--- src/hw/rtl/cwe_pkg.sv ---
// Package for the compacted width-array encoder: widths, token kinds and
// the structs passed between the encoder core, the token queue and the top level.
// No dependencies.
package cwe_pkg;

  // Glyph ids use the low ID_BITS bits; widths carry FRAC_BITS fraction bits.
  localparam int unsigned ID_BITS       = 16;
  localparam int unsigned FRAC_BITS     = 8;

  localparam int unsigned GLYPH_ID_W    = 16;
  localparam int unsigned GLYPH_WIDTH_W = 24;
  localparam int unsigned TOKEN_KIND_W  = 3;
  localparam int unsigned TOKEN_VALUE_W = 16;

  // Worst case per request: a flushed range followed by a one-glyph list.
  localparam int unsigned MAX_TOKENS    = 6;
  localparam int unsigned CNT_W         = $clog2(MAX_TOKENS + 1);
  localparam int unsigned IDX_W         = $clog2(MAX_TOKENS);

  typedef enum logic [TOKEN_KIND_W-1:0] {
    TK_RANGE_FIRST = 3'd0,
    TK_RANGE_LAST  = 3'd1,
    TK_RANGE_WIDTH = 3'd2,
    TK_LIST_START  = 3'd3,
    TK_LIST_WIDTH  = 3'd4,
    TK_LIST_CLOSE  = 3'd5
  } token_kind_e;

  typedef struct packed {
    token_kind_e              kind;
    logic [TOKEN_VALUE_W-1:0] value;
    logic                     done;
  } token_t;

  typedef struct packed {
    logic [GLYPH_ID_W-1:0]    glyph_id;
    logic [GLYPH_WIDTH_W-1:0] glyph_width;
    logic                     final_entry;
  } item_t;

  typedef struct packed {
    token_t [MAX_TOKENS-1:0] tokens;
    logic [CNT_W-1:0]        cnt;
  } batch_t;

  typedef struct packed {
    logic                     pending;
    logic [ID_BITS-1:0]       run_start;
    logic [ID_BITS:0]         run_count;
    logic [GLYPH_WIDTH_W-1:0] run_width;
    logic                     list_open;
  } enc_state_t;

endpackage

--- src/hw/rtl/cwe_item_if.sv ---
// Input channel of the width-array encoder: one (glyph id, width) request.
// Depends on cwe_pkg for field widths.
interface cwe_item_if;
  logic                              valid;
  logic                              ready;
  logic [cwe_pkg::GLYPH_ID_W-1:0]    glyph_id;
  logic [cwe_pkg::GLYPH_WIDTH_W-1:0] glyph_width;
  logic                              final_entry;

  modport source (output valid, glyph_id, glyph_width, final_entry, input ready);
  modport sink   (input valid, glyph_id, glyph_width, final_entry, output ready);
endinterface

--- src/hw/rtl/cwe_token_if.sv ---
// Output channel of the width-array encoder: one width-array token.
// Depends on cwe_pkg for field widths.
interface cwe_token_if;
  logic                              valid;
  logic                              ready;
  logic [cwe_pkg::TOKEN_KIND_W-1:0]  token_kind;
  logic [cwe_pkg::TOKEN_VALUE_W-1:0] token_value;
  logic                              array_done;

  modport source (output valid, token_kind, token_value, array_done, input ready);
  modport sink   (input valid, token_kind, token_value, array_done, output ready);
endinterface

--- src/hw/rtl/cwe_encode.sv ---
// Encoder core: holds the pending run and turns one registered request into
// a batch of up to six tokens plus the next run state. Depends on cwe_pkg.
module cwe_encode (
  input  logic                clk_i,
  input  logic                rst_ni,
  input  cwe_pkg::item_t      item_i,
  input  logic                take_i,
  output cwe_pkg::batch_t     batch_o,
  output cwe_pkg::enc_state_t state_o
);

  typedef struct packed {
    cwe_pkg::token_t [2:0] tok;
    logic [1:0]            cnt;
  } part_t;

  localparam int unsigned SUM_W = cwe_pkg::GLYPH_WIDTH_W + 1;
  localparam logic [SUM_W-1:0] HALF = SUM_W'((1 << cwe_pkg::FRAC_BITS) >> 1);
  localparam logic [SUM_W-1:0] UNIT = SUM_W'(1) << cwe_pkg::FRAC_BITS;
  localparam logic [SUM_W-1:0] VAL_MAX = SUM_W'({cwe_pkg::TOKEN_VALUE_W{1'b1}});

  cwe_pkg::enc_state_t st_q, st_d;

  function automatic logic [cwe_pkg::TOKEN_VALUE_W-1:0] round_width(
    input logic [cwe_pkg::GLYPH_WIDTH_W-1:0] w
  );
    logic [SUM_W-1:0] sum;
    logic [SUM_W-1:0] r;
    sum = {1'b0, w} + HALF;
    r   = sum >> cwe_pkg::FRAC_BITS;
    return (r > VAL_MAX) ? VAL_MAX[cwe_pkg::TOKEN_VALUE_W-1:0]
                         : r[cwe_pkg::TOKEN_VALUE_W-1:0];
  endfunction

  function automatic cwe_pkg::token_t mk(
    input cwe_pkg::token_kind_e k,
    input logic [cwe_pkg::TOKEN_VALUE_W-1:0] v
  );
    cwe_pkg::token_t t;
    t.kind  = k;
    t.value = v;
    t.done  = 1'b0;
    return t;
  endfunction

  // Flush the pending run: one-glyph or open list closes, otherwise a range.
  function automatic part_t flush(input cwe_pkg::enc_state_t s, input logic last);
    part_t p;
    logic [cwe_pkg::ID_BITS:0] last_id;
    p       = '0;
    last_id = {1'b0, s.run_start} + s.run_count - 1'b1;
    if (s.list_open || s.run_count == (cwe_pkg::ID_BITS+1)'(1)) begin
      if (!s.list_open) begin
        p.tok[0] = mk(cwe_pkg::TK_LIST_START, cwe_pkg::TOKEN_VALUE_W'(s.run_start));
        p.tok[1] = mk(cwe_pkg::TK_LIST_WIDTH, round_width(s.run_width));
        p.tok[2] = mk(cwe_pkg::TK_LIST_CLOSE, '0);
        p.cnt    = 2'd3;
      end else begin
        p.tok[0] = mk(cwe_pkg::TK_LIST_WIDTH, round_width(s.run_width));
        p.tok[1] = mk(cwe_pkg::TK_LIST_CLOSE, '0);
        p.cnt    = 2'd2;
      end
    end else begin
      p.tok[0] = mk(cwe_pkg::TK_RANGE_FIRST, cwe_pkg::TOKEN_VALUE_W'(s.run_start));
      p.tok[1] = mk(cwe_pkg::TK_RANGE_LAST,
                    cwe_pkg::TOKEN_VALUE_W'(last_id[cwe_pkg::ID_BITS-1:0]));
      p.tok[2] = mk(cwe_pkg::TK_RANGE_WIDTH, round_width(s.run_width));
      p.cnt    = 2'd3;
    end
    if (last) begin
      p.tok[p.cnt - 2'd1].done = 1'b1;
    end
    return p;
  endfunction

  cwe_pkg::enc_state_t              s;
  part_t                            pa, pb;
  logic [cwe_pkg::ID_BITS-1:0]      id;
  logic [cwe_pkg::GLYPH_WIDTH_W-1:0] w;
  logic [cwe_pkg::ID_BITS+1:0]      next_id;
  logic [cwe_pkg::ID_BITS:0]        last_id;
  logic [SUM_W-1:0]                 diff, mag;
  logic                             differs;

  always_comb begin
    s       = st_q;
    pa      = '0;
    pb      = '0;
    id      = item_i.glyph_id[cwe_pkg::ID_BITS-1:0];
    w       = item_i.glyph_width;
    next_id = {2'b00, st_q.run_start} + {1'b0, st_q.run_count};
    last_id = {1'b0, st_q.run_start} + st_q.run_count - 1'b1;
    diff    = {1'b0, w} - {1'b0, st_q.run_width};
    mag     = diff[SUM_W-1] ? (SUM_W'(0) - diff) : diff;
    differs = (mag >= UNIT);

    if (!st_q.pending) begin
      s.list_open = 1'b0;
      s.pending   = 1'b1;
      s.run_start = id;
      s.run_count = (cwe_pkg::ID_BITS+1)'(1);
      s.run_width = w;
    end else if ({2'b00, id} == next_id) begin
      if (differs) begin
        if (st_q.run_count != (cwe_pkg::ID_BITS+1)'(1) && !st_q.list_open) begin
          pa = flush(st_q, 1'b0);
          s.run_start = id;
          s.run_count = (cwe_pkg::ID_BITS+1)'(1);
          s.run_width = w;
        end else begin
          if (!st_q.list_open) begin
            pa.tok[0] = mk(cwe_pkg::TK_LIST_START,
                           cwe_pkg::TOKEN_VALUE_W'(st_q.run_start));
            pa.tok[1] = mk(cwe_pkg::TK_LIST_WIDTH, round_width(st_q.run_width));
            pa.cnt    = 2'd2;
          end else begin
            pa.tok[0] = mk(cwe_pkg::TK_LIST_WIDTH, round_width(st_q.run_width));
            pa.cnt    = 2'd1;
          end
          s.list_open = 1'b1;
          s.run_width = w;
          s.run_count = st_q.run_count + 1'b1;
        end
      end else if (st_q.list_open) begin
        // Equal width ends the open list; the last listed glyph opens a range.
        pa.tok[0]   = mk(cwe_pkg::TK_LIST_CLOSE, '0);
        pa.cnt      = 2'd1;
        s.list_open = 1'b0;
        s.run_start = last_id[cwe_pkg::ID_BITS-1:0];
        s.run_count = (cwe_pkg::ID_BITS+1)'(2);
      end else begin
        s.run_count = st_q.run_count + 1'b1;
      end
    end else begin
      // Gap or out-of-order id: flush and start over.
      pa = flush(st_q, 1'b0);
      s.list_open = 1'b0;
      s.run_start = id;
      s.run_count = (cwe_pkg::ID_BITS+1)'(1);
      s.run_width = w;
    end

    if (item_i.final_entry) begin
      pb          = flush(s, 1'b1);
      s.pending   = 1'b0;
      s.list_open = 1'b0;
    end

    batch_o = '0;
    for (int i = 0; i < 3; i++) begin
      batch_o.tokens[i] = pa.tok[i];
    end
    for (int j = 0; j < 3; j++) begin
      batch_o.tokens[cwe_pkg::IDX_W'(pa.cnt) + cwe_pkg::IDX_W'(j)] = pb.tok[j];
    end
    batch_o.cnt = cwe_pkg::CNT_W'(pa.cnt) + cwe_pkg::CNT_W'(pb.cnt);

    st_d = take_i ? s : st_q;
  end

  always_ff @(posedge clk_i or negedge rst_ni) begin
    if (!rst_ni) begin
      st_q <= '0;
    end else begin
      st_q <= st_d;
    end
  end

  assign state_o = st_q;

endmodule

--- src/hw/rtl/cwe_token_queue.sv ---
// Token queue: holds one batch of up to six tokens, drains it one token a cycle
// while ready, via a registered output stage. Depends on cwe_pkg, cwe_token_if.
module cwe_token_queue (
  input  logic            clk_i,
  input  logic            rst_ni,
  input  logic            load_i,
  input  cwe_pkg::batch_t batch_i,
  output logic            free_o,
  cwe_token_if.source     token_o
);

  cwe_pkg::token_t [cwe_pkg::MAX_TOKENS-1:0] slots_q;
  logic [cwe_pkg::CNT_W-1:0]                 cnt_q;
  logic [cwe_pkg::IDX_W-1:0]                 rd_q;
  logic                                      out_valid_q;
  cwe_pkg::token_t                           out_tok_q;
  logic                                      has_tok, pop;

  assign has_tok = cwe_pkg::CNT_W'(rd_q) < cnt_q;
  assign pop     = has_tok && (!out_valid_q || token_o.ready);
  // Free once the last held token moves to the output stage.
  assign free_o  = !has_tok || (pop && (cwe_pkg::CNT_W'(rd_q) + 1'b1 == cnt_q));

  always_ff @(posedge clk_i or negedge rst_ni) begin
    if (!rst_ni) begin
      cnt_q       <= '0;
      rd_q        <= '0;
      out_valid_q <= 1'b0;
    end else begin
      if (load_i) begin
        cnt_q <= batch_i.cnt;
        rd_q  <= '0;
      end else if (pop) begin
        rd_q  <= rd_q + 1'b1;
      end
      if (pop) begin
        out_valid_q <= 1'b1;
      end else if (token_o.ready) begin
        out_valid_q <= 1'b0;
      end
    end
  end

  always_ff @(posedge clk_i) begin
    if (load_i) begin
      slots_q <= batch_i.tokens;
    end
    if (pop) begin
      out_tok_q <= slots_q[rd_q];
    end
  end

  assign token_o.valid       = out_valid_q;
  assign token_o.token_kind  = out_tok_q.kind;
  assign token_o.token_value = out_tok_q.value;
  assign token_o.array_done  = out_tok_q.done;

endmodule

--- src/hw/rtl/cid_width_array_encoder.sv ---
// Compacted glyph-width array encoder. Takes (glyph id, width) requests in
// ascending id order, widths in unsigned Q16.8, and streams width-array tokens:
// same-width ranges (first id, last id, width) and open lists (start id, widths,
// close). Widths within one unit of the width that opened a stretch count as
// equal; emitted widths are rounded half up and saturate at 65535. An id gap
// flushes the pending run, and a request marked final flushes everything and
// flags its last token with array_done. Rate: a request is taken every cycle
// as long as each causes at most one token and the token sink is ready; one
// causing more (up to six) holds the next in the input register until its last
// token moves to the output register, as the token channel moves one token per
// cycle. Requests pass the input register, their tokens the output register.
// Depends on cwe_pkg, cwe_item_if, cwe_token_if, cwe_encode, cwe_token_queue.
module cid_width_array_encoder (
  input  logic        clk_i,
  input  logic        rst_ni,
  cwe_item_if.sink    item_i,
  cwe_token_if.source token_o
);

  // Input register: holds one request until the token queue takes its batch.
  logic                         item_valid_q;
  cwe_pkg::item_t               item_q;
  logic                         take, accept, q_free;
  cwe_pkg::batch_t              enc_batch;
  cwe_pkg::enc_state_t          enc_state;

  assign take         = item_valid_q && q_free;
  assign item_i.ready = !item_valid_q || take;
  assign accept       = item_i.valid && item_i.ready;

  always_ff @(posedge clk_i or negedge rst_ni) begin
    if (!rst_ni) begin
      item_valid_q <= 1'b0;
    end else if (accept) begin
      item_valid_q <= 1'b1;
    end else if (take) begin
      item_valid_q <= 1'b0;
    end
  end

  always_ff @(posedge clk_i) begin
    if (accept) begin
      item_q.glyph_id    <= item_i.glyph_id;
      item_q.glyph_width <= item_i.glyph_width;
      item_q.final_entry <= item_i.final_entry;
    end
  end

  // Encoder core: advance the run state and build the token batch on take.
  cwe_encode u_encode (
    .clk_i   (clk_i),
    .rst_ni  (rst_ni),
    .item_i  (item_q),
    .take_i  (take),
    .batch_o (enc_batch),
    .state_o (enc_state)
  );

  // Token queue and output register: drain the batch one token per cycle while the sink is ready.
  cwe_token_queue u_queue (
    .clk_i   (clk_i),
    .rst_ni  (rst_ni),
    .load_i  (take),
    .batch_i (enc_batch),
    .free_o  (q_free),
    .token_o (token_o)
  );

  // Done flags of the batch, gathered for checking.
  logic [cwe_pkg::MAX_TOKENS-1:0] done_vec;
  always_comb begin
    for (int i = 0; i < cwe_pkg::MAX_TOKENS; i++) begin
      done_vec[i] = enc_batch.tokens[i].done;
    end
  end

`ifndef SYNTHESIS
  // A final request carries exactly one done flag, any other none.
  assert property (@(posedge clk_i) disable iff (!rst_ni)
    take |-> ($countones(done_vec) == (item_q.final_entry ? 1 : 0)))
    else $error("done flag count does not match final request");

  // A final request always flushes at least two tokens, e.g. a list width and close.
  assert property (@(posedge clk_i) disable iff (!rst_ni)
    take && item_q.final_entry |-> (enc_batch.cnt >= cwe_pkg::CNT_W'(2)))
    else $error("final request flushed too few tokens");

  // After a final request no run is pending and no list is open.
  assert property (@(posedge clk_i) disable iff (!rst_ni)
    take && item_q.final_entry |=> (!enc_state.pending && !enc_state.list_open))
    else $error("run state not cleared after final request");
`endif

endmodule
--- src/flat_wrapper.sv ---
// flat-port wrapper written by rule: the top's interface ports become plain ports
module cid_width_array_encoder_flat 
  (clk_i, rst_ni, item_i_valid, item_i_glyph_id, item_i_glyph_width, item_i_final_entry, item_i_ready, token_o_valid, token_o_token_kind, token_o_token_value, token_o_array_done, token_o_ready);
  cwe_item_if item_i_i ();
  cwe_token_if token_o_i ();
  input  logic clk_i;
  input  logic rst_ni;
  input wire logic [$bits(item_i_i.valid)-1:0] item_i_valid;
  input wire logic [$bits(item_i_i.glyph_id)-1:0] item_i_glyph_id;
  input wire logic [$bits(item_i_i.glyph_width)-1:0] item_i_glyph_width;
  input wire logic [$bits(item_i_i.final_entry)-1:0] item_i_final_entry;
  output wire logic [$bits(item_i_i.ready)-1:0] item_i_ready;
  output wire logic [$bits(token_o_i.valid)-1:0] token_o_valid;
  output wire logic [$bits(token_o_i.token_kind)-1:0] token_o_token_kind;
  output wire logic [$bits(token_o_i.token_value)-1:0] token_o_token_value;
  output wire logic [$bits(token_o_i.array_done)-1:0] token_o_array_done;
  input wire logic [$bits(token_o_i.ready)-1:0] token_o_ready;
  assign item_i_i.valid = item_i_valid;
  assign item_i_i.glyph_id = item_i_glyph_id;
  assign item_i_i.glyph_width = item_i_glyph_width;
  assign item_i_i.final_entry = item_i_final_entry;
  assign item_i_ready = item_i_i.ready;
  assign token_o_valid = token_o_i.valid;
  assign token_o_token_kind = token_o_i.token_kind;
  assign token_o_token_value = token_o_i.token_value;
  assign token_o_array_done = token_o_i.array_done;
  assign token_o_i.ready = token_o_ready;
  cid_width_array_encoder u_core (.clk_i(clk_i), .rst_ni(rst_ni), .item_i(item_i_i), .token_o(token_o_i));
endmodule
--- config.mk ---
export PLATFORM = sky130hd
export DESIGN_NAME = cid_width_array_encoder_flat
export DESIGN_NICKNAME = d
export VERILOG_FILES = /design/src/hw/rtl/cwe_pkg.sv /design/src/hw/rtl/cwe_item_if.sv /design/src/hw/rtl/cwe_token_if.sv /design/src/hw/rtl/cwe_encode.sv /design/src/hw/rtl/cwe_token_queue.sv /design/src/hw/rtl/cid_width_array_encoder.sv /design/src/flat_wrapper.sv
export SDC_FILE = /design/constraint.sdc
export NUM_CORES = 1
export LEC_CHECK = 0
export BUFFER_PORTS_ARGS = -buffer_cell sky130_fd_sc_hd__buf_2
export CAP_MARGIN = 10
export CORE_UTILIZATION = 50
export DETAILED_ROUTE_END_ITERATION = 8
export PLACE_DENSITY = 0.69
export SLEW_MARGIN = 10
export SYNTH_ARGS = -nofsm -noshare
export SYNTH_HDL_FRONTEND = slang
export SYNTH_SLANG_ARGS = --single-unit
--- constraint.sdc ---
create_clock -name clk_i -period 8.65 [get_ports clk_i]
set_input_delay 0.4325 -clock clk_i [delete_from_list [all_inputs] [get_ports clk_i]]
set_output_delay 0.4325 -clock clk_i [all_outputs]
set_load 0.01 [all_outputs]
### Word level (Yosys, flattened, before mapping)

Cells that the tools add are included.

* register bits: 248
* input port bits: 45
* output and inout port bits: 22
* logic and storage cells: 139

* $add $sub $neg: 15
* order comparisons: 13
* equality and inequality tests: 5
* multiplexer cells: 52
* reduce and logical (&&, ||, !) cells: 21

Operators with widths (number)
* two-way mux 62 bit: 6
* bitwise mux 120 bit: 3
* two-way mux 20 bit: 8
* demux 20 bit (select 3 bit): 2
* two-way mux 40 bit: 3
* two-way mux 58 bit: 2
* demux 20 bit (select 2 bit): 2
* two-way mux 22 bit: 3
* two-way mux 16 bit: 4
* binary-select mux 20 bit (select 3 bit): 1
* bitwise mux 60 bit: 1
* adder 24 x 8 -> 25 bit, second input constant: 2
* two-way mux 42 bit: 1
* two-way mux 41 bit: 1
* == test 17 x 1 -> 1 bit, second input constant: 2
* > comparator 17 x 16 -> 1 bit, second input constant: 2
* two-way mux 33 bit: 1
* adder 16 bit: 2
* subtractor 16 x 1 -> 16 bit, second input constant: 2
* >= comparator 25 x 9 -> 1 bit, second input constant: 1
* two-way mux 25 bit: 1
* subtractor 1 x 25 -> 25 bit, first input constant: 1
* subtractor 24 x 24 -> 25 bit: 1
* two-way mux 24 bit: 1
* 23 further kinds: 53

### Depth between registers and ports, before layout

Gate-level depths: netlist (run 1).

* depth after elaboration: 23
* mapped depth: 39
* depth with buffers taken out: 36

### Hierarchy

Synthesis (run 1) repeated with hierarchy kept, for this count alone.

* cells, all modules: 2024
* area, all modules: 19035.8 µm²

By module, submodules not included
* cwe_encode: instances 1, cells each 1705, area each 12171.7 µm², seq. area each 1476.4 µm²
* cwe_token_queue: instances 1, cells each 273, area each 5572.8 µm², seq. area each 4379.2 µm²
* cid_width_array_encoder: instances 1, cells each 46, area each 1291.2 µm², seq. area each 1256.2 µm²

### Worst setup path after synthesis (run 1)

No wires, ideal clock.

* path type: reg2reg
* start: register u_core.u_encode.st_q, in the netlist u_core.u_encode.state_o[1]
* end: register u_core.u_queue.slots_q[36] in the netlist's numbering, data pin
* library setup time: 255 ps
* arrival: 7900 ps
* required time: 8395 ps
* setup slack: 495 ps
* stages on the path, launching flop included: 36
* buffers on the path: 2
* period minus slack after synthesis: 8155 ps
* cells stage by stage: dfrtp_1 > ha_1 > fa_1 > nand2b_1 > a21oi_1 > o21ai_0 > a222oi_1 > nand4b_1 > or4_1 > a21oi_1 > o211ai_1 > nor4_4 > nand4_1 > buf_2 > and2_4 > a211oi_4 > buf_2 > nand2_1 > ha_1 > inv_1 > fa_1 > a21o_1 > a21oi_1 > o21bai_1 > a21oi_1 > o21bai_1 > a21oi_1 > o21bai_1 > a2111o_1 > a31o_2 > a21oi_1 > xnor2_1 > xnor2_1 > and4_1 > a21oi_1 > a31o_1

RTL lines
* start: declaration: RTL line cwe_encode.sv:22 `cwe_pkg::enc_state_t st_q, st_d;`
* start signal: assignment: RTL line cwe_encode.sv:165 `st_q <= st_d;`
* end signal: assignment: RTL line cwe_token_queue.sv:46 `slots_q <= batch_i.tokens;`
* end: declaration: RTL line cwe_token_queue.sv:12 `cwe_pkg::token_t [cwe_pkg::MAX_TOKENS-1:0] slots_q;`

==> flow_summary.json, run 1 <==
{
  "synth_mux_area_frac": 0.0749,
  "critPathMaxStageDelay_ps": 530,
  "antenna_found_initial": 0,
  "setup_viol": 0,
  "coreArea_um2": 35800,
  "ys_ff_latch": 248,
  "netlist_top_cells_area": "edfxtp_1 30%, dfrtp_1 9.1%, ha_1 7.3%",
  "num_io_pins": 67,
  "grt_start_max_net_pins": 84,
  "track_usage": 0.325,
  "cts_buffers": 28,
  "dp_cells": 2487,
  "peakVddDrop_uv": 252,
  "cts_max_path_buffers": 3,
  "grt-ovfl-total": 0,
  "grt_pass1_wl_um": 93900,
  "synth_edf_count": 181,
  "diodes": 0,
  "fin_crit_ps": 8220,
  "ys_top_cells_by_count": "183 x nand2_1, 181 x edfxtp_1, 173 x inv_1, 139 x nor2_1, 107 x ha_1",
  "firstDrtPassIters": 6,
  "synth-compound-area-share": 0.193,
  "tritoncts": "yes",
  "synth-simple-area-share": 0.158,
  "status": "finished, final reports clean",
  "power.internal_w": 0.00495,
  "first_global_vias": 16000,
  "path_max_fanout": 7,
  "period_share": 0.950,
  "fin_cells": 2544,
  "die_w_um": 194,
  "drive_gt1_frac": 0.143,
  "yosysWarnings": 0,
  "ys_async_sr_fraction": 0.270,
  "port_buffers": 66,
  "clock_latency_ps": 570,
  "synth_top_area_share": 0.296,
  "syn_to_final_growth_pct": 11.8,
  "place_congestion": 1.05,
  "seq_power_share": 0.256,
  "min-delay-start": "item_i_glyph_width[22]",
  "synth_area_um2": 18400,
  "startpoint": "u_core.u_encode.state_o[48]$_DFFE_PN0P_",
  "power.share.clock": 0.123,
  "clock_skew_ps": 12.3,
  "holdCritPathClass": "in -> reg",
  "p_comb_frac": 0.621,
  "die_area_um2": 37500,
  "start_util": 0.513,
  "fillerInstances": 3169,
  "critPathKind": "reg -> reg",
  "ys.flop_type": "edfxtp_1",
  "htreeDepth": 1,
  "hold_viol_final": 0,
  "yosysTopAreaCell": "edfxtp_1",
  "final-max-slew-violation-count": 0,
  "holdPathStages": 1,
  "wl_um": 62000,
  "root_buffer": "clkbuf_16",
  "cp_slowest_cell": "or4_1",
  "ff2ff_path_depth": 33,
  "synth_fa_ha_area_frac": 0.0784,
  "drc": 0,
  "viasPerCell": 6.47,
  "ys_types": 102,
  "switchingPower_w": 0.00473,
  "nets": 2221,
  "cp_data_required_time_ps": 8970,
  "die_h_um": 194,
  "syn_inst": 1968,
  "drt_iter0_markers": 1870,
  "yosysMostFrequentCell": "nand2_1",
  "cellLeakagePower_nw": 8.41,
  "synth_top_family_by_area": "compound AO/OA/AOI/OAI gates",
  "cts.clk_slew.worst_paths_ps": 70,
  "critical_path_arrival_ps": 8530,
  "synth-seq-area-share": 0.387,
  "ant_nets": 0,
  "syn_avg_cell_area_um2": 9.33,
  "cts_sinks": 248,
  "fmax_mhz": 122,
  "slew_headroom": 0.282,
  "reg2reg_from": "u_core.u_encode.state_o[48]$_DFFE_PN0P_",
  "hpwl_um": 46100,
  "synthXorXnorAreaFrac": 0.0515,
  "finalSetupTns_ps": 0,
  "worstMarginPinSlew_ps": 1070,
  "vias": 16500,
  "worstSetupStartpointType": "flop",
  "wl_per_cell_um": 24.4,
  "netSwitchingFraction": 0.488,
  "num_rows": 69,
  "crit_path_end_kind": "flop",
  "power_density_nw_per_um2": 471,
  "drv_cap": 0
}
[final timing paths]
| kind | end | slack, ps |
|---|---|---|
| max | u_core.u_queue.slots_q[36]$_DFFE_PP_ | 430 |
| min | u_core.item_q[23]$_DFFE_PP_ | 30 |
| min in group asynchronous | u_core.u_encode.state_o[12]$_DFFE_PN0P_ | 250 |
| max reg2reg | u_core.u_queue.slots_q[36]$_DFFE_PP_ | 430 |
| min reg2reg | u_core.u_queue.cnt_q[2]$_DFFE_PN0P_ | 480 |
| max in group asynchronous | u_core.u_queue.rd_q[0]$_DFFE_PN0P_ | 7260 |
[cells in the final DEF, fill, tap and decap left out, drive strengths merged, types with 35 or more instances in the layout]
master,netlist,final
o21ai,145,145
ha,107,107
nand2,183,183
xnor2,74,74
inv,174,176
mux2i,44,44
o22ai,35,35
nor2,140,140
dfrtp,67,67
a21oi,106,106
edfxtp,181,181
nand3,52,52
buf,28,135
nor3,49,49
mux2,42,42
[worst max-delay path, delay by kind of cell (launching register included)]
kind | cells | cell delay, ps
adders and majority gates | 3 | 930
xor gates and xnor gates | 3 | 470
DFF | 1 | 490
AOI/OAI and AO/OA | 16 | 3300
buffers and inverters | 4 | 510
and+or+nand+nor | 7 | 2250
[power by group through the flow]
stage	sequential (W)	combinational, W	clock [W]
floorplan	0.00247	0.00391	0
CTS	0.00247	0.00572	0.00121
global placement	0.00246	0.00564	0
global route	0.00252	0.00646	0.00125
finish	0.00248	0.00601	0.00119
detailed placement	0.00249	0.00569	0
[stage by stage]
stage | utilization | total power [W] | hold WS, ps | area, um^2 | worst slack, ps
2_1_floorplan | - | 0.00638 | 137 | 18400 | 495
3_3_place_gp | 0.543 | 0.00810 | 282 | 19400 | 16.7
3_5_place_dp | 0.543 | 0.00818 | 288 | 19400 | 87.1
4_1_cts | 0.568 | 0.00939 | 3.86 | 20400 | 124
5_1_grt | 0.573 | 0.0102 | 9.82 | 20500 | -30.1
6_report | 0.573 | 0.00968 | 34.8 | 20500 | 432
[flip-flops by register name, summed over array words and instances (netlist names)]
register / count
u_core.item_q: 41
u_core.item_valid_q: 1
u_core.u_encode.state_o: 59
u_core.u_queue.cnt_q: 3
u_core.u_queue.rd_q: 3
u_core.u_queue.slots_q: 120
u_core.u_queue.token_o.array_done: 1
u_core.u_queue.token_o.token_kind: 3
u_core.u_queue.token_o.token_value: 16
u_core.u_queue.token_o.valid: 1
[what timing repair did]
| item | in CTS | in global routing |
|---|---|---|
| gates resized for setup | 1 | 32 |
| pin swaps | 0 | 3 |
| setup buffers | 0 | 7 |
| setup endpoints to repair | 1 | 10 |
| hold endpoints to repair | 11 | 0 |
| hold buffers | 1 | 0 |
[cells by family after synthesis]
kind of cell,after synthesis
and+or+nand+nor,594
other,1
buffers and inverters,267
xor gates and xnor gates,108
muxes,106
DFF,248
adders and majority gates,112
AOI/OAI and AO/OA,532
[routing by layer]
| metal | global-route usage | up-vias | share of wire |
|---|---|---|---|
| met5 | 0 | - | 0 |
| li1 | - | 7405 | - |
| met3 | 0.0562 | 253 | 0.085 |
| met1 | 0.407 | 7910 | 0.39 |
| met2 | 0.539 | 903 | 0.46 |
| met4 | 0.173 | 0 | 0.064 |
[area by class of cell]
type                            instances  area, um^2  share of cell area
Multi-Input combinational cell       1473       10400               0.507
Timing Repair Buffer                  136         865              0.0421
Clock inverter                         16         176             0.00859
Tap cell                              461         577              0.0281
Inverter                              177         667              0.0325
Sequential cell                       248        7120               0.347
Clock buffer                           33         719              0.0350
Note: power is estimated with default switching activity, not from simulation.
==> run 2: changes to the inputs <==
--- a/config.mk
+++ b/config.mk
@@ -6,9 +6,9 @@
 export NUM_CORES = 1
 export LEC_CHECK = 0
 export BUFFER_PORTS_ARGS = -buffer_cell sky130_fd_sc_hd__buf_2
-export CAP_MARGIN = 10
 export CORE_UTILIZATION = 50
 export DETAILED_ROUTE_END_ITERATION = 8
+export MAX_ROUTING_LAYER = met4
 export PLACE_DENSITY = 0.69
 export SLEW_MARGIN = 10
 export SYNTH_ARGS = -nofsm -noshare
==> run 2 against run 1 <==
Net effect:
- global-route usage rose by 2.4 points
- worst setup slack improved by 41 ps
- power rose by 0.23%
- clock-buffer cell count fell by 1
- combinational power rose by 1%
- clock skew rose by 18 ps
- final area rose by 0.66%
- non-clock buffer count rose by 22
- critical path depth rose by 2
- worst hold slack got worse by 9.0 ps
- sequential cell count did not move
- critical path type unchanged
- highest routed layer unchanged
==> flow_summary.json, run 2 (synthesis gave the netlist of run 1 again) <==
{
  "status": "finished, final reports clean",
  "root_buffer": "clkbuf_16",
  "path_max_fanout": 8,
  "die_area_um2": 37500,
  "dp_cells": 2508,
  "critical_path_arrival_ps": 8510,
  "hpwl_um": 48500,
  "place_congestion": 1.06,
  "regMostFlops": "u_core.u_queue.slots_q",
  "die_w_um": 194,
  "clock_skew_ps": 30.4,
  "period_share": 0.945,
  "cts_buffers": 27,
  "grt_start_max_net_pins": 67,
  "place_ws_ps": 98.2,
  "diodes": 0,
  "firstDrtPassIters": 6,
  "largest_reg_flops": 120,
  "holdCritPathClass": "in -> reg",
  "worstSetupStartpointType": "flop",
  "fin_total_pwr_w": 0.00970,
  "fin_cells": 2564,
  "peakVddDrop_uv": 272,
  "cellLeakagePower_nw": 8.48,
  "final-max-slew-violation-count": 0,
  "cp_slowest_cell": "dfrtp_1",
  "drv_cap": 0,
  "drive_gt1_frac": 0.152,
  "power.internal_w": 0.00496,
  "top_layer": "met4",
  "tritoncts": "yes",
  "critPathMaxStageDelay_ps": 540,
  "grt-ovfl-total": 0,
  "num_rows": 69,
  "setup_viol": 0,
  "critPathKind": "reg -> reg",
  "nets": 2242,
  "finalSetupTns_ps": 0,
  "start_util": 0.513,
  "slew_headroom": 0.204,
  "antenna_found_initial": 0,
  "coreArea_um2": 35800,
  "cts.clk_slew.worst_paths_ps": 70,
  "worstMarginPinSlew_ps": 1190,
  "syn_to_final_growth_pct": 12.6,
  "drt-met1-wl_um": 25500,
  "clock_latency_ps": 580,
  "hold_viol_final": 0,
  "drt_iter0_markers": 1620,
  "cp_data_required_time_ps": 8980,
  "netSwitchingFraction": 0.489,
  "ant_nets": 0,
  "p_comb_frac": 0.627,
  "wl_met3_um": 4820,
  "cts_max_path_buffers": 3,
  "seqCellArea_um2": 7120,
  "fillerInstances": 3206,
  "hold_ws_ps": 25.8,
  "wl_um": 64000,
  "final_cell_mix": "181 x nand2_1, 181 x edfxtp_1, 172 x inv_1",
  "viasPerCell": 6.36,
  "port_buffers": 66,
  "switchingPower_w": 0.00474,
  "fmax_mhz": 122,
  "wl_per_cell_um": 25.0,
  "num_io_pins": 67,
  "vias": 16300,
  "track_usage": 0.350,
  "cts_sinks": 248,
  "crit_path_end_kind": "flop",
  "die_h_um": 194,
  "power_density_nw_per_um2": 469,
  "seq_power_share": 0.253,
  "first_global_vias": 16100,
  "power.share.clock": 0.120,
  "drc": 0,
  "grt_pass1_wl_um": 97000,
  "fin_crit_ps": 8180,
  "post-route-worst-setup-slack_ps": 473,
  "met2_length_um": 30000,
  "multi_input_area_um2": 10400,
  "htreeDepth": 1
}
==> run 2: cell count changes in the layout (fill, tap and decap cells not counted), sizes merged <==
cell      previous run  this run
buf                135       157
clkinvlp             2         5
clkinv              12         8
clkbuf              33        32
==> run 2: cell type report <==
type                            instances  area share
Clock buffer                           32      0.0336
Timing Repair Buffer                  158      0.0496
Clock inverter                         15     0.00890
Multi-Input combinational cell       1473       0.503
Inverter                              177      0.0323
Tap cell                              461      0.0279
Sequential cell                       248       0.344
==> run 2: metal layers <==
layer | track usage | up-vias
li1 | - | 7459
met5 | - | -
met4 | 0.172 | 0
met1 | 0.428 | 7808
met2 | 0.564 | 820
met3 | 0.0539 | 215
==> run 2: critical path: cells and delay by family (launching register included) <==
kind | cells | cell delay [ps]
XOR/XNOR | 3 | 490
AO/OA/AOI/OAI | 16 | 3210
AND/OR/NAND/NOR | 8 | 1990
flip-flops | 1 | 540
buffers and inverters | 4 | 470
adder cells (fa/ha/maj) | 4 | 1210
==> run 2: metrics by stage <==
step            util  cell area (um^2)
2_1_floorplan      -             18400
3_3_place_gp   0.547             19600
3_5_place_dp   0.547             19600
4_1_cts        0.572             20500
5_1_grt        0.577             20700
6_report       0.577             20700
==> run 2: final timing paths <==
check / from / to / slack [ps] / cells past startpoint
max in group asynchronous: rst_ni / u_core.u_encode.state_o[33]$_DFFE_PN0P_ / 7300 / 3
worst max-delay path: u_core.u_encode.state_o[49]$_DFFE_PN0P_ / u_core.u_queue.slots_q[36]$_DFFE_PP_ / 470 / 35
worst min register to register: u_core.u_queue.cnt_q[2]$_DFFE_PN0P_ / u_core.u_queue.cnt_q[2]$_DFFE_PN0P_ / 490 / 2
worst max register to register: u_core.u_encode.state_o[49]$_DFFE_PN0P_ / u_core.u_queue.slots_q[36]$_DFFE_PP_ / 470 / 35
worst min-delay path: item_i_glyph_id[13] / u_core.item_q[38]$_DFFE_PP_ / 30 / 1
min in group asynchronous: rst_ni / u_core.u_encode.state_o[19]$_DFFE_PN0P_ / 260 / 2
==> run 2: power by group through the flow <==
stage          Sequential, W  Combinational, W  Clock (W)
2_1_floorplan        0.00247           0.00391          0
3_3_place_gp         0.00245           0.00578          0
3_5_place_dp         0.00248           0.00584          0
4_1_cts              0.00246           0.00586    0.00119
5_1_grt              0.00251           0.00655    0.00122
6_report             0.00246           0.00608    0.00116
==> run 2: timing repair <==
item / in CTS / in global routing
resized for setup: 0 / 28
buffers inserted: 0 / 8
endpoints found under the hold margin: 13 / 0
hold buffers: 1 / 0
setup endpoints to repair: 0 / 11
==> run 3: changes to the inputs <==
--- a/config.mk
+++ b/config.mk
@@ -9,7 +9,7 @@
 export CORE_UTILIZATION = 50
 export DETAILED_ROUTE_END_ITERATION = 8
 export MAX_ROUTING_LAYER = met4
-export PLACE_DENSITY = 0.69
+export PLACE_DENSITY = 0.67
 export SLEW_MARGIN = 10
 export SYNTH_ARGS = -nofsm -noshare
 export SYNTH_HDL_FRONTEND = slang
==> constraint.sdc (replaced) <==
create_clock -name clk_i -period 8.2 [get_ports clk_i]
set_input_delay 0.41 -clock clk_i [delete_from_list [all_inputs] [get_ports clk_i]]
set_output_delay 0.41 -clock clk_i [all_outputs]
set_load 0.01 [all_outputs]
==> run 3 against run 2 <==
Net effect:
- sequential cell count did not move
- fmax rose by 4.4%
- die area did not move
- critical endpoint unchanged
- highest routed layer unchanged
- largest power group unchanged
==> flow_summary.json, run 3 (synthesis gave the netlist of run 1 again) <==
{
  "slew_headroom": 0.228,
  "place_congestion": 1.06,
  "drive_gt1_frac": 0.164,
  "final-max-slew-violation-count": 0,
  "holdCritPathClass": "in -> reg",
  "cp_slowest_cell": "fa_1",
  "grt_pass1_wl_um": 94900,
  "regMostFlops": "u_core.u_queue.slots_q",
  "clock_skew_ps": 31.4,
  "period_share": 0.956,
  "worstSetupStartpointType": "flop",
  "drv_cap": 0,
  "fillerInstances": 3067,
  "setup_viol": 0,
  "syn_to_final_growth_pct": 15.2,
  "tritoncts": "yes",
  "die_h_um": 194,
  "hold_ws_ps": 17.5,
  "drt_iter0_markers": 1520,
  "firstDrtPassIters": 6,
  "antenna_found_initial": 1,
  "peakVddDrop_uv": 342,
  "power_density_nw_per_um2": 497,
  "num_io_pins": 67,
  "track_usage": 0.339,
  "dp_cells": 2514,
  "port_buffers": 66,
  "grt-ovfl-total": 0,
  "start_util": 0.513,
  "cts_max_path_buffers": 3,
  "cts_buffers": 29,
  "fin_crit_ps": 7840,
  "cellLeakagePower_nw": 8.68,
  "final_cell_mix": "181 x nand2_1, 181 x edfxtp_1, 172 x inv_1",
  "cp_data_required_time_ps": 8540,
  "hpwl_um": 47600,
  "first_global_vias": 15700,
  "die_area_um2": 37500,
  "coreArea_um2": 35800,
  "cts.clk_slew.worst_paths_ps": 70,
  "post-route-worst-setup-slack_ps": 364,
  "path_max_fanout": 5,
  "drc": 0,
  "nets": 2272,
  "wl_per_cell_um": 24.0,
  "worstMarginPinSlew_ps": 1150,
  "cts_sinks": 248,
  "grt_start_max_net_pins": 73,
  "critical_path_arrival_ps": 8170,
  "wl_um": 62300,
  "viasPerCell": 6.30,
  "die_w_um": 194,
  "largest_reg_flops": 120,
  "ant_nets": 0,
  "place_ws_ps": 11.8,
  "fin_cells": 2598,
  "htreeDepth": 1,
  "clock_latency_ps": 580,
  "status": "finished, final reports clean",
  "hold_viol_final": 0,
  "fmax_mhz": 128,
  "crit_path_end_kind": "flop",
  "critPathMaxStageDelay_ps": 460,
  "fin_total_pwr_w": 0.0105,
  "vias": 16400,
  "critPathKind": "reg -> reg",
  "num_rows": 69,
  "root_buffer": "clkbuf_16"
}
run 3: changes by cell type in the layout (fill, tap and decap cells not counted), sizes merged:
cell	delta
dlygate4sd3	+20
buf	+8
clkinv	+4
clkinvlp	-3
bufinv	+2
clkbuf	+2
diode	+2
inv	-1
run 3: cell type report:
type                       count  area (um^2)  share of cell area
antenna                        2         5.00            0.000237
timing repair buffer         186         1290              0.0608
clock buffer                  34          774              0.0366
tap                          461          577              0.0273
sequential                   248         7110               0.336
inverter                     177          667              0.0315
clock inverter                17          218              0.0103
multi-input combinational   1473        10500               0.497
run 3: repair_timing:
| action | 4_1_cts | 5_1_grt |
|---|---|---|
| hold buffers | 21 | 0 |
| setup endpoints to repair | 2 | 13 |
| setup buffers | 0 | 10 |
| gates resized for setup | 1 | 53 |
| pin swaps | 0 | 14 |
| hold endpoints to repair | 34 | 0 |
run 3: path summary, 6_finish.rpt:
check / startpoint / to / slack [ps] / cells after the start
worst max-delay path: u_core.u_encode.state_o[1]$_DFFE_PN0P_ / u_core.u_queue.slots_q[36]$_DFFE_PP_ / 360 / 35
worst min-delay path: item_i_glyph_id[8] / u_core.item_q[33]$_DFFE_PP_ / 20 / 1
worst max register to register: u_core.u_encode.state_o[1]$_DFFE_PN0P_ / u_core.u_queue.slots_q[36]$_DFFE_PP_ / 360 / 35
max in group asynchronous: rst_ni / u_core.u_queue.rd_q[0]$_DFFE_PN0P_ / 6830 / 3
worst min register to register: u_core.u_queue.cnt_q[0]$_DFFE_PN0P_ / u_core.u_queue.cnt_q[0]$_DFFE_PN0P_ / 490 / 2
min in group asynchronous: rst_ni / u_core.u_encode.state_o[14]$_DFFE_PN0P_ / 260 / 2
run 3: routing by layer:
| metal | wire length, um | GRT usage |
|---|---|---|
| met4 | 3500 | 0.171 |
| met2 | 27300 | 0.509 |
| met5 | 0 | - |
| met1 | 26500 | 0.449 |
| met3 | 4960 | 0.0466 |
run 3: report_power, final:
part / switching, W / internal, W
Combinational: 0.00426 / 0.00232
Sequential: 0.000316 / 0.00226
Clock: 0.000528 / 0.000826
run 3: through the flow:
stage | instance area, um^2 | setup TNS, ps | utilization
finish | 21100 | 0 | 0.590
global route | 21100 | -63.3 | 0.590
CTS | 20900 | 0 | 0.582
detailed placement | 19700 | 0 | 0.548
global placement | 19700 | 0 | 0.548
floorplan | 18400 | 0 | -
run 3: worst max-delay path: cells and delay by family, from the launching register on:
| kind | cells | cell delay [ps] |
|---|---|---|
| xor gates and xnor gates | 2 | 310 |
| AOI/OAI and AO/OA | 19 | 3550 |
| adders and majority gates | 4 | 1410 |
| buffers and inverters | 3 | 380 |
| and+or+nand+nor | 7 | 1550 |
| DFF | 1 | 390 |
